==> src/rtl/mfb_pkg.sv <==
// ----------------------------------------------------------------------------
// mfb_pkg
// Shared types and constants of the monochrome frame buffer with panel
// refresh: operation and result codes, panel command bytes, sequencer states.
// ----------------------------------------------------------------------------
package mfb_pkg;

  localparam int SCREEN_WIDTH_DEF  = 160;
  localparam int SCREEN_HEIGHT_DEF = 160;

  localparam logic [2:0] MODE_WR      = 3'd0;
  localparam logic [2:0] MODE_RD      = 3'd1;
  localparam logic [2:0] MODE_HLINE   = 3'd2;
  localparam logic [2:0] MODE_VLINE   = 3'd3;
  localparam logic [2:0] MODE_REFRESH = 3'd4;

  localparam logic [1:0] KIND_STATUS = 2'd0;
  localparam logic [1:0] KIND_CMD    = 2'd1;
  localparam logic [1:0] KIND_DATA   = 2'd2;

  localparam logic [7:0] CMD_ADDR0 = 8'h60;
  localparam logic [7:0] CMD_ADDR1 = 8'h70;
  localparam logic [7:0] CMD_ADDR2 = 8'h05;
  localparam logic [7:0] CMD_ADDR3 = 8'h12;
  localparam logic [7:0] NIB_LEFT  = 8'hF0;
  localparam logic [7:0] NIB_RIGHT = 8'h0F;
  localparam logic [7:0] PAD_BYTE  = 8'h00;
  localparam logic [7:0] BIT_MSB   = 8'h80;

  // result slots of one refresh step
  localparam logic [3:0] STEP_CMD0  = 4'd0;
  localparam logic [3:0] STEP_CMD1  = 4'd1;
  localparam logic [3:0] STEP_CMD2  = 4'd2;
  localparam logic [3:0] STEP_CMD3  = 4'd3;
  localparam logic [3:0] STEP_DAT0  = 4'd4;
  localparam logic [3:0] STEP_DAT1  = 4'd5;
  localparam logic [3:0] STEP_DAT2  = 4'd6;
  localparam logic [3:0] STEP_DAT3  = 4'd7;
  localparam logic [3:0] STEP_PAD   = 4'd8;

  typedef enum logic [2:0] {
    S_CLEAR,
    S_IDLE,
    S_PIX_RD,
    S_PIX_MOD,
    S_STATUS,
    S_REF_RD,
    S_REF_OUT
  } state_t;

  typedef struct packed {
    logic       on_screen;
    logic [2:0] bit_sel;
  } pix_info_t;

endpackage

==> src/rtl/mfb_addr_unit.sv <==
// ----------------------------------------------------------------------------
// mfb_addr_unit
// Shared pixel address unit: screen bounds check, byte address of a pixel
// in the packed frame store and its bit position within the byte.
// ----------------------------------------------------------------------------
module mfb_addr_unit import mfb_pkg::*; #(
  parameter int SCREEN_WIDTH  = SCREEN_WIDTH_DEF,
  parameter int SCREEN_HEIGHT = SCREEN_HEIGHT_DEF,
  parameter int ROW_BYTES     = (SCREEN_WIDTH + 7) / 8,
  parameter int FRAME_BYTES   = ROW_BYTES * SCREEN_HEIGHT,
  parameter int AW            = (FRAME_BYTES > 1) ? $clog2(FRAME_BYTES) : 1
) (
  input  logic [7:0]    px,
  input  logic [7:0]    py,
  output logic [AW-1:0] addr,
  output pix_info_t     info
);

  logic [15:0] lin;

  assign lin = 16'(py) * 16'(ROW_BYTES) + 16'(px[7:3]);
  assign addr = AW'(lin);
  assign info.on_screen = ({1'b0, px} < 9'(SCREEN_WIDTH)) &&
                          ({1'b0, py} < 9'(SCREEN_HEIGHT));
  assign info.bit_sel = px[2:0];

endmodule

==> config.mk <==
export PLATFORM = sky130hd
export DESIGN_NAME = mfb_addr_unit
export DESIGN_NICKNAME = d
export VERILOG_FILES = /design/src/rtl/mfb_pkg.sv /design/src/rtl/mfb_addr_unit.sv
export SDC_FILE = /design/constraint.sdc
export NUM_CORES = 1
export LEC_CHECK = 0
export ABC_AREA = 1
export BUFFER_PORTS_ARGS = -buffer_cell sky130_fd_sc_hd__buf_2
export CORE_ASPECT_RATIO = 0.6
export CORE_MARGIN = 4
export CORE_UTILIZATION = 30
export DETAILED_ROUTE_END_ITERATION = 10
export PLACE_DENSITY = 0.61
export SYNTH_ARGS = -nofsm -noshare
export SYNTH_HDL_FRONTEND = slang
export SYNTH_SLANG_ARGS = --single-unit
==> constraint.sdc <==
create_clock -name vclk -period 3.1
set_input_delay 0.465 -clock vclk [all_inputs]
set_output_delay 0.465 -clock vclk [all_outputs]
set_load 0.01 [all_outputs]
==> results.sh <==
export IMPL_status="complete, no violations"
export IMPL_fmax_mhz=343.0
export IMPL_nets=173
export IMPL_routed_via_density=4.583
export IMPL_fin_crit_sh_pct=94.04
export IMPL_finalWirelength_mm=1.878
export IMPL_syn_to_final_growth_pct=20.07
export IMPL_drv_cap=0
export IMPL_grt_max_degree=8
export IMPL_fin_setup_tns_ns=0
export IMPL_hpwl_mm=1.669
export IMPL_coreArea_um2=2212
export IMPL_final_common_cell="nand2_1"
export IMPL_utilization_pct=38.91
export IMPL_die_area_um2=3261
export IMPL_gp_congestion=0.8745
export IMPL_vias=770
export IMPL_hold_class="primary input to output port"
export IMPL_period_needed_ns=2.915
export IMPL_antenna_found_initial=0
export IMPL_critPathCaptureType="output port"
export IMPL_worst_slew_pin_slew_ns=0.2995
export IMPL_p_per_area_nw_per_um2=261.6
export IMPL_synth_fp_nets=153
export IMPL_rows=13
export IMPL_seq_cell_count=0
export IMPL_worstPathArrival_ns=2.45
export IMPL_finalHoldViolations=0
export IMPL_yosysUniqueCellTypes=22
export IMPL_port_buffers=22
export IMPL_avgSynthCellArea_um2=5.974
export IMPL_cpPeakStageDelay_ns=0.58
export IMPL_yosysWarnings=0
export IMPL_clock_buffers=0
export IMPL_final_area_um2=860.8
export IMPL_crit_top_cell="nand2_1"
export IMPL_hold_buffers=0
export IMPL_synth_area_um2=716.9
export IMPL_drtPass1Iterations=4
export IMPL_slowest_stage="fa_2"
export IMPL_crit_chain="buf_2 -> ha_4 -> ha_2 -> fa_2 -> nand2_2 -> nor2_2 -> nand2_1 -> nand2_1 -> nand2_1 -> nor2_2 -> nand3_1 -> nand2_1 -> nand2_1 -> buf_2"
export IMPL_diodes=0
export IMPL_yosysSeqAreaShare_pct=0
export IMPL_drv_slew=0
export IMPL_die_h_um=45.87
export IMPL_holdCritStartpoint="px[0]"
export IMPL_vdd_ir_drop_max_mv=0.09096
export IMPL_first_global_vias=704
export IMPL_ios=32
export IMPL_slew_headroom_pct=80.03
export IMPL_drcViolationCount=0
export IMPL_placed_area_um2=827.0
export IMPL_layout_drive_gt1_share_pct=26.81
export IMPL_min_delay_path_depth=0
export IMPL_overflow=0
export IMPL_die_w_um=71.11
export IMPL_cp_max_fo=3
export IMPL_ant_nets=0
export IMPL_crit_type="primary input to output port"
export IMPL_setup_viol=0
export IMPL_start_util_pct=32.41
export IMPL_regArea_um2=0
export IMPL_holdPathEnd="info[0]"
export IMPL_start_kind="primary input"
export IMPL_drt_iter0_drc=23
export IMPL_wl_per_cell_um=11.18
export IMPL_netlist_instances=120
export IMPL_leakagePower_uw=0.0004941
export IMPL_grt_setup_unrepaired="no"
export IMPL_final_cell_mix="nand2_1 (39), buf_2 (22), inv_1 (14)"
export IMPL_gr_usage_all_layers_pct=12.20
export IMPL_cp_required_ns=2.63
export IMPL_grt_pass1_wl_mm=3.236
[layer usage]
layer  vias up  global-route usage [%]  part of all wire, %
li1        423                       -                    -
met1       326                   19.77                   59
met2        19                   18.42                   38
met3         2                  0.4405                  3.6
met4         0                  0.3745                 0.11
met5         -                       0                    0
[critical path: cells and delay by family]
kind,cells,cell delay (ns)
adders and majority gates,3,1.02
buffers and inverters,2,0.26
and+or+nand+nor,9,0.70
[per-stage QoR]
step	total power [uW]	setup slack [ns]	hold WS (ns)	std cells
floorplan	155.7	0.4382	1.022	120
global placement	212.6	0.1743	0.9301	167
detailed placement	216.4	0.1130	0.9301	167
CTS	217.6	0.1055	0.9301	167
global route	257.2	0.03997	0.9300	168
finish	225.2	0.1847	0.9300	168
[kinds of logic after synthesis]
group | synth area share [%]
xor gates and xnor gates | 6.109
and+or+nand+nor | 41.01
buffers and inverters | 13.61
adders and majority gates | 31.76
AOI/OAI and AO/OA | 7.504
[power by group]
| group | total [uW] | leakage, uW | switching (uW) | internal [uW] |
|---|---|---|---|---|
| Sequential | 0 | 0 | 0 | 0 |
| Clock | 0 | 0 | 0 | 0 |
| Combinational | 225 | 0.000494 | 135 | 90.7 |
| Total | 225 | 0.000494 | 135 | 90.7 |
[synthesized netlist by cell type (2+ instances only)]
cell / number / area share (%)
nor2_2: 3 / 2.6
nand2_1: 40 / 21
fa_1: 2 / 5.6
nand4_1: 4 / 3.5
ha_1: 15 / 26
a21oi_1: 6 / 4.2
nand2_2: 2 / 1.7
buf_4: 5 / 5.2
xor2_1: 3 / 3.7
xnor2_1: 2 / 2.4
inv_1: 14 / 7.3
nor2_1: 7 / 3.7
nand3_1: 8 / 5.6
[how the worst max path moves through the flow]
stage,startpoint,endpoint,cells after the start
global route,py[1],addr[11],14
detailed placement,py[1],addr[11],13
global placement,py[1],addr[11],13
CTS,py[1],addr[11],13
finish,py[1],addr[11],14
floorplan,py[1],addr[9],10
[what timing repair did]
action                                  CTS  global route
buffers inserted                          0             1
endpoints found under the setup margin    0             2
resized for setup                         0             6
[area by class of cell]
type / count / area, um^2
repair buffers: 23 / 117.6
multi-input cells: 99 / 645.6
fillers: 256 / 1351
well taps: 30 / 37.54
inverters: 16 / 60.06
(Power assumes the default switching activity.)
