## config.mk

```make
export PLATFORM = sky130hd
export DESIGN_NAME = mfb_ctrl
export DESIGN_NICKNAME = d
export VERILOG_FILES = /design/src/rtl/mfb_pkg.sv /design/src/rtl/mfb_ctrl.sv
export SDC_FILE = /design/constraint.sdc
export NUM_CORES = 1
export LEC_CHECK = 0
export ABC_AREA = 0
export BUFFER_PORTS_ARGS = -buffer_cell sky130_fd_sc_hd__buf_2
export CAP_MARGIN = 30
export CORE_ASPECT_RATIO = 0.9
export CORE_MARGIN = 2
export CORE_UTILIZATION = 50
export CTS_BUF_LIST = sky130_fd_sc_hd__clkbuf_2
export DETAILED_ROUTE_END_ITERATION = 7
export PLACE_DENSITY = 0.77
export SLEW_MARGIN = 30
export SYNTH_ARGS = -nofsm -noshare
export SYNTH_HDL_FRONTEND = slang
export SYNTH_SLANG_ARGS = --single-unit
```

## constraint.sdc

```tcl
create_clock -name clk -period 7.6 [get_ports clk]
set_input_delay 1.14 -clock clk [delete_from_list [all_inputs] [get_ports clk]]
set_output_delay 1.14 -clock clk [all_outputs]
set_load 0.02 [all_outputs]
```

## src/rtl/mfb_pkg.sv

```systemverilog
// ----------------------------------------------------------------------------
// mfb_pkg
// Shared types and constants of the monochrome frame buffer with panel
// refresh: operation and result codes, panel command bytes, sequencer states.
// ----------------------------------------------------------------------------
package mfb_pkg;

  localparam int SCREEN_WIDTH_DEF  = 160;
  localparam int SCREEN_HEIGHT_DEF = 160;

  localparam logic [2:0] MODE_WR      = 3'd0;
  localparam logic [2:0] MODE_RD      = 3'd1;
  localparam logic [2:0] MODE_HLINE   = 3'd2;
  localparam logic [2:0] MODE_VLINE   = 3'd3;
  localparam logic [2:0] MODE_REFRESH = 3'd4;

  localparam logic [1:0] KIND_STATUS = 2'd0;
  localparam logic [1:0] KIND_CMD    = 2'd1;
  localparam logic [1:0] KIND_DATA   = 2'd2;

  localparam logic [7:0] CMD_ADDR0 = 8'h60;
  localparam logic [7:0] CMD_ADDR1 = 8'h70;
  localparam logic [7:0] CMD_ADDR2 = 8'h05;
  localparam logic [7:0] CMD_ADDR3 = 8'h12;
  localparam logic [7:0] NIB_LEFT  = 8'hF0;
  localparam logic [7:0] NIB_RIGHT = 8'h0F;
  localparam logic [7:0] PAD_BYTE  = 8'h00;
  localparam logic [7:0] BIT_MSB   = 8'h80;

  // result slots of one refresh step
  localparam logic [3:0] STEP_CMD0  = 4'd0;
  localparam logic [3:0] STEP_CMD1  = 4'd1;
  localparam logic [3:0] STEP_CMD2  = 4'd2;
  localparam logic [3:0] STEP_CMD3  = 4'd3;
  localparam logic [3:0] STEP_DAT0  = 4'd4;
  localparam logic [3:0] STEP_DAT1  = 4'd5;
  localparam logic [3:0] STEP_DAT2  = 4'd6;
  localparam logic [3:0] STEP_DAT3  = 4'd7;
  localparam logic [3:0] STEP_PAD   = 4'd8;

  typedef enum logic [2:0] {
    S_CLEAR,
    S_IDLE,
    S_PIX_RD,
    S_PIX_MOD,
    S_STATUS,
    S_REF_RD,
    S_REF_OUT
  } state_t;

  typedef struct packed {
    logic       on_screen;
    logic [2:0] bit_sel;
  } pix_info_t;

endpackage

```

## src/rtl/mfb_ctrl.sv

```systemverilog
// ----------------------------------------------------------------------------
// mfb_ctrl
// Sequencer of the frame buffer: clearing pass, pixel read-modify-write,
// line walks one pixel at a time, and refresh byte streaming.
// ----------------------------------------------------------------------------
module mfb_ctrl import mfb_pkg::*; #(
  parameter int SCREEN_WIDTH  = SCREEN_WIDTH_DEF,
  parameter int SCREEN_HEIGHT = SCREEN_HEIGHT_DEF,
  parameter int ROW_BYTES     = (SCREEN_WIDTH + 7) / 8,
  parameter int FRAME_BYTES   = ROW_BYTES * SCREEN_HEIGHT,
  parameter int AW            = (FRAME_BYTES > 1) ? $clog2(FRAME_BYTES) : 1,
  parameter int CW            = (ROW_BYTES > 1) ? $clog2(ROW_BYTES) : 1
) (
  input  logic          clk,
  input  logic          rst,
  input  logic          start,
  output logic          busy,
  input  logic [2:0]    mode,
  input  logic [7:0]    x,
  input  logic [7:0]    y,
  input  logic [7:0]    line_end,
  input  logic          color,
  input  logic          cfg_valid,
  output logic          cfg_ready,
  input  logic          cfg_data,
  output logic          strobe,
  output logic [1:0]    kind,
  output logic [7:0]    bus_byte,
  output logic          ok,
  output logic          pixel_value,
  output logic          last,
  output logic [7:0]    px,
  output logic [7:0]    py,
  input  logic [AW-1:0] pix_addr,
  input  pix_info_t     pix_info,
  output logic          ram_we,
  output logic [AW-1:0] ram_waddr,
  output logic [7:0]    ram_wdata,
  output logic          ram_re,
  output logic [AW-1:0] ram_raddr,
  input  logic [7:0]    ram_rdata
);

  localparam logic [AW-1:0] LAST_ADDR = AW'(FRAME_BYTES - 1);
  localparam logic [CW-1:0] LAST_COL  = CW'(ROW_BYTES - 1);

  state_t        state, state_next;
  logic [2:0]    op, op_next;
  logic [7:0]    xr, xr_next;
  logic [7:0]    yr, yr_next;
  logic [7:0]    cur, cur_next;
  logic [7:0]    hi, hi_next;
  logic          colr, colr_next;
  logic          any, any_next;
  logic          pixv, pixv_next;
  logic [3:0]    step, step_next;
  logic          pad, pad_next;
  logic [AW-1:0] scan, scan_next;
  logic [CW-1:0] col, col_next;
  logic          refresh_enable;

  logic          accept;
  logic          is_write;
  logic          walk_done;
  logic          ref_last;
  logic [7:0]    lo_v;
  logic [7:0]    hi_v;
  logic [7:0]    mask;
  logic [1:0]    pair;

  assign accept    = start && !busy;
  assign cfg_ready = 1'b1;
  assign is_write  = (op == MODE_WR) || (op == MODE_HLINE) || (op == MODE_VLINE);
  assign walk_done = (cur == hi);
  assign ref_last  = (step == STEP_PAD) || (step == STEP_DAT3 && !pad);
  assign mask      = BIT_MSB >> pix_info.bit_sel;

  assign px = (op == MODE_VLINE) ? xr : cur;
  assign py = (op == MODE_VLINE) ? cur : yr;

  always_ff @(posedge clk) begin
    if (rst) begin
      state          <= S_CLEAR;
      scan           <= '0;
      col            <= '0;
      refresh_enable <= 1'b0;
    end else begin
      state <= state_next;
      scan  <= scan_next;
      col   <= col_next;
      if (cfg_valid && cfg_ready) begin
        refresh_enable <= cfg_data;
      end
    end
  end

  always_ff @(posedge clk) begin
    op   <= op_next;
    xr   <= xr_next;
    yr   <= yr_next;
    cur  <= cur_next;
    hi   <= hi_next;
    colr <= colr_next;
    any  <= any_next;
    pixv <= pixv_next;
    step <= step_next;
    pad  <= pad_next;
  end

  // line ends in order
  always_comb begin
    lo_v = (mode == MODE_VLINE) ? y : x;
    hi_v = line_end;
    if (mode == MODE_WR || mode == MODE_RD) begin
      hi_v = x;
    end else if (lo_v > line_end) begin
      lo_v = line_end;
      hi_v = (mode == MODE_VLINE) ? y : x;
    end
  end

  // datapath registers
  always_comb begin
    op_next   = op;
    xr_next   = xr;
    yr_next   = yr;
    cur_next  = cur;
    hi_next   = hi;
    colr_next = colr;
    any_next  = any;
    pixv_next = pixv;
    step_next = step;
    pad_next  = pad;
    scan_next = scan;
    col_next  = col;
    case (state)
      S_CLEAR: begin
        scan_next = (scan == LAST_ADDR) ? '0 : scan + AW'(1);
      end
      S_IDLE: begin
        if (accept) begin
          op_next   = mode;
          xr_next   = x;
          yr_next   = y;
          cur_next  = lo_v;
          hi_next   = hi_v;
          colr_next = color;
          any_next  = 1'b0;
          pixv_next = 1'b0;
          pad_next  = (scan != '0) && (col == LAST_COL);
          step_next = (scan == '0) ? STEP_CMD0 : STEP_DAT0;
        end
      end
      S_PIX_RD: begin
        if (!pix_info.on_screen && !walk_done) begin
          cur_next = cur + 8'd1;
        end
      end
      S_PIX_MOD: begin
        any_next = 1'b1;
        if (op == MODE_RD) begin
          pixv_next = ram_rdata[3'd7 - pix_info.bit_sel];
        end
        if (!walk_done) begin
          cur_next = cur + 8'd1;
        end
      end
      S_REF_OUT: begin
        if (ref_last) begin
          if (scan == LAST_ADDR) begin
            scan_next = '0;
            col_next  = '0;
          end else begin
            scan_next = scan + AW'(1);
            col_next  = (col == LAST_COL) ? '0 : col + CW'(1);
          end
        end else begin
          step_next = step + 4'd1;
        end
      end
      default: begin
      end
    endcase
  end

  // next state
  always_comb begin
    state_next = state;
    case (state)
      S_CLEAR: begin
        if (scan == LAST_ADDR) begin
          state_next = S_IDLE;
        end
      end
      S_IDLE: begin
        if (accept) begin
          case (mode)
            MODE_WR, MODE_RD, MODE_HLINE, MODE_VLINE: state_next = S_PIX_RD;
            MODE_REFRESH: state_next = refresh_enable ? S_REF_RD : S_IDLE;
            default: state_next = S_STATUS;
          endcase
        end
      end
      S_PIX_RD: begin
        if (pix_info.on_screen) begin
          state_next = S_PIX_MOD;
        end else if (walk_done) begin
          state_next = S_STATUS;
        end
      end
      S_PIX_MOD: begin
        state_next = walk_done ? S_STATUS : S_PIX_RD;
      end
      S_STATUS: begin
        state_next = S_IDLE;
      end
      S_REF_RD: begin
        state_next = S_REF_OUT;
      end
      S_REF_OUT: begin
        if (ref_last) begin
          state_next = S_IDLE;
        end
      end
      default: begin
        state_next = S_IDLE;
      end
    endcase
  end

  // outputs and memory control
  always_comb begin
    busy        = (state != S_IDLE);
    strobe      = 1'b0;
    kind        = KIND_STATUS;
    bus_byte    = 8'h00;
    ok          = 1'b0;
    pixel_value = 1'b0;
    last        = 1'b0;
    ram_we      = 1'b0;
    ram_waddr   = pix_addr;
    ram_wdata   = colr ? (ram_rdata | mask) : (ram_rdata & ~mask);
    ram_re      = 1'b0;
    ram_raddr   = pix_addr;
    pair        = 2'b00;
    case (state)
      S_CLEAR: begin
        ram_we    = 1'b1;
        ram_waddr = scan;
        ram_wdata = 8'h00;
      end
      S_PIX_RD: begin
        ram_re = pix_info.on_screen;
      end
      S_PIX_MOD: begin
        ram_we = is_write;
      end
      S_STATUS: begin
        strobe      = 1'b1;
        ok          = any;
        pixel_value = pixv;
        last        = 1'b1;
      end
      S_REF_RD: begin
        ram_re    = 1'b1;
        ram_raddr = scan;
      end
      S_REF_OUT: begin
        strobe = 1'b1;
        last   = ref_last;
        kind   = KIND_DATA;
        case (step)
          STEP_CMD0: begin
            kind     = KIND_CMD;
            bus_byte = CMD_ADDR0;
          end
          STEP_CMD1: begin
            kind     = KIND_CMD;
            bus_byte = CMD_ADDR1;
          end
          STEP_CMD2: begin
            kind     = KIND_CMD;
            bus_byte = CMD_ADDR2;
          end
          STEP_CMD3: begin
            kind     = KIND_CMD;
            bus_byte = CMD_ADDR3;
          end
          STEP_DAT0: pair = ram_rdata[7:6];
          STEP_DAT1: pair = ram_rdata[5:4];
          STEP_DAT2: pair = ram_rdata[3:2];
          STEP_DAT3: pair = ram_rdata[1:0];
          default:   bus_byte = PAD_BYTE;
        endcase
        if (step inside {[STEP_DAT0:STEP_DAT3]}) begin
          bus_byte = (pair[1] ? NIB_LEFT : 8'h00) | (pair[0] ? NIB_RIGHT : 8'h00);
        end
      end
      default: begin
      end
    endcase
  end

endmodule

```

==> summary.md <==
| Metric | Value |
|---|---|
| Rows | 32 |
| Post-layout util | 0.604 |
| Post-synth EDFFs | 43 |
| Post-Place Cells | 694 |
| Die Y | 93.8 um |
| Worst-path maximum fanout | 16 |
| VDD IR max | 0.0000999 V |
| Global-route wire length before repair | 18.5 mm |
| Total CTS buffers | 9 |
| Post-synthesis net count | 559 |
| Core area | 8650 um^2 |
| TritonCTS clock tree | yes |
| Synth unique cells | 62 |
| Crit Path Category | flop to output pin |
| Die area | 9740 um^2 |
| Most used DFF post-synth | edfxtp_1 |
| Layout cell share with drive strength beyond 1 | 0.305 |
| Hold Path Class | flop to flop |
| Worst EP required | 6.46 ns |
| Number of diodes | 0 |
| CTS resizes | 0 |
| Post-detailed-route wirelength per cell | 16.0 um |
| Detailed-router iteration count before antenna repair | 5 |
| Async set or reset register ratio after synthesis | 0 |
| Max H-tree Level | 3 |
| Unrepaired setup endpoints after global routing | no |
| Setup TNS | 0 ns |
| Overflow after GRT | 0 |
| Final min period | 3.60 ns |
| Gpl congestion | 0.950 |
| Tot Pwr | 0.722 mW |
| Design area | 5230 um^2 |
| Synth warn | 0 |
| Starting density of the core | 0.518 |
| Yosys reg bits | 64 |
| Die width | 104 um |
| Hold_buf cts | 0 |
| Non-filler instance count after layout | 710 |
| Number of max-cap violations | 0 |
| Synthesized area | 4480 um^2 |
| WP data arrival | 2.46 ns |
| Clock Power Share | 0.328 |
| Setup violations, final | 0 |
| Clock Skews | 0.0168 ns |
| Initial DRC Count | 369 |
| Area growth syn-to-layout | 16.6% |
| Tightest Pin Transition | 0.739 ns |
| Switching part of the total | 0.268 |
| Pint | 0.529 mW |
| Synthesized area per cell | 9.22 um^2 |
| # DRC | 0 |
| Max Buffers Root-to-Sink | 2 |
| Mapped Cells | 486 |
| Post-CTS setup repair buffer count | 0 |
| Dpl cell area | 5090 um^2 |
| Vias in the first global route | 3774 |
| Nets@finish | 659 |
| Comb power frac | 0.150 |
| CP Launch Type | flop |
| Pre-CTS setup slack | 3.53 ns |
| Final cycle utilization of the critical path | 0.474 |
| Power Density | 138 nW/um^2 |
| Initial antenna violation count | 0 |
| DR vias/cell | 5.73 |
| Clock-pin slew on the worst setup and hold paths | 0.18 ns |
| CP endpoint kind | output pin |
| Pin count of the biggest net entering global routing | 30 |
| Maximum clock rate | 0.278 GHz |
| Clock Latency Late Sink | 0.52 ns |
| Routed wire length | 11.4 mm |
| Leak | 2.23 nW |
| Status | finished, final reports clean |
| Total GRT Usage | 0.236 |
| Port bufs | 121 |
| Switching Power | 0.193 mW |
| Final Hold Viols | 0 |
| Setup ws final | 4.00 ns |
| Via count | 4071 |
| Max-slew violations | 0 |
| Antenna-violating nets left | 0 |
| Top-level I/O count | 123 |
| Worst hold slack | 0.512 ns |
| Max_slew headroom | 0.506 |
| Reg power frac | 0.523 |
| Register area share after synthesis | 0.382 |
| Root buffer cell | clkbuf_2 |
| CTS Sinks | 64 |
| Post-detail-place hpwl | 8.62 mm |
[cells in the final DEF (no fill, tap or decap), types with 5 or more instances in the layout]
master     count
buf_2        121
nand2_1       68
nor2_1        44
edfxtp_1      43
inv_1         26
mux2_2        24
xnor2_1       24
dfxtp_1       21
mux2i_1       17
o21ai_0       17
ha_1          16
nand3_1       13
a21oi_1       12
o211ai_1      10
clkbuf_2      10
nand4_1        9
a211oi_1       8
o2111ai_1      7
o311ai_0       6
xor2_1         6
o311ai_1       5
nor3_1         5
[power by group through the flow]
stage	Combinational (mW)	Clock, mW	Sequential, mW
floorplan	0.0710	0	0.384
global placement	0.103	0	0.385
detailed placement	0.107	0	0.385
CTS	0.107	0.237	0.377
global route	0.119	0.251	0.378
finish	0.108	0.237	0.377
[layout make-up]
| cell class | count | area (um^2) |
|---|---|---|
| inverters | 27 | 101 |
| well taps | 119 | 149 |
| clock buffers | 10 | 50.0 |
| fillers | 750 | 3420 |
| flip-flops and latches | 64 | 1710 |
| multi-input cells | 363 | 2520 |
| clock inverters | 6 | 83.8 |
| repair buffers | 121 | 606 |
[final timing paths]
check,cells past startpoint,endpoint,slack [ns],from
worst min-delay path,2,col[3],0.51,col[3]
worst max-delay path,4,ram_we,4.00,state[1]
worst min register to register,2,col[3],0.51,col[3]
worst max register to register,6,scan[1],5.24,step[0]
[layer usage]
layer | vias to the layer above | part of all wire | global-route usage
met5 | - | 0 | 0
met4 | 0 | 0.017 | 0.0878
met3 | 16 | 0.076 | 0.0492
met2 | 173 | 0.44 | 0.363
met1 | 1907 | 0.46 | 0.331
li1 | 1975 | - | -
[cell families (layout without fill, tap and decap cells)]
logic type	Yosys count	count (layout)	synth area share
muxes	43	43	0.108
adders and majority gates	16	16	0.0447
AOI/OAI and AO/OA	97	97	0.162
and+or+nand+nor	176	176	0.185
other	1	1	0.000837
DFF	64	64	0.382
xor gates and xnor gates	30	30	0.0586
buffers and inverters	59	164	0.0584
[cell usage after synthesis (all sizes together) (2+ instances only)]
library cell,count,area (um^2)
o221ai,2,17.5
nor3,6,35.0
ha,16,200
nor3b,4,30.0
a22oi,2,15.0
a22o,2,17.5
and3,3,18.8
a21o,3,22.5
nand2,68,255
a221oi,2,17.5
mux2,24,270
clkbuf,14,52.6
nand3b,4,30.0
o311ai,13,129
nand3,13,65.1
o211ai,10,75.1
o31ai,2,15.0
inv,27,101
nor2b,3,18.8
o21ai,17,85.1
or2,4,25.0
o21bai,2,18.8
o21a,3,22.5
dfxtp,21,420
edfxtp,43,1290
or3,4,25.0
a211oi,10,80.1
mux2i,17,170
o21ba,2,20.0
mux4,2,45.0
a31oi,2,12.5
nand2b,4,25.0
nor2,45,169
a21oi,12,60.1
o2111ai,7,61.3
o31a,2,17.5
and2,2,12.5
xnor2,24,210
buf,18,108
xor2,6,52.6
nand4,9,56.3
[flip-flops by register name, summed over array words and instances, names as in the netlist]
register / cells
any: 1
col: 5
colr: 1
cur: 8
hi: 8
op: 3
pad: 1
pixv: 1
refresh_enable: 1
scan: 12
state: 3
step: 4
xr: 8
yr: 8
[worst max-delay path, stage by stage (launching register included)]
cell	delay [ns]
dfxtp_1	0.67
nor2b_2	0.59
nand2_1	0.23
o21ai_0	0.26
buf_2	0.21
(Power assumes the default switching activity.)
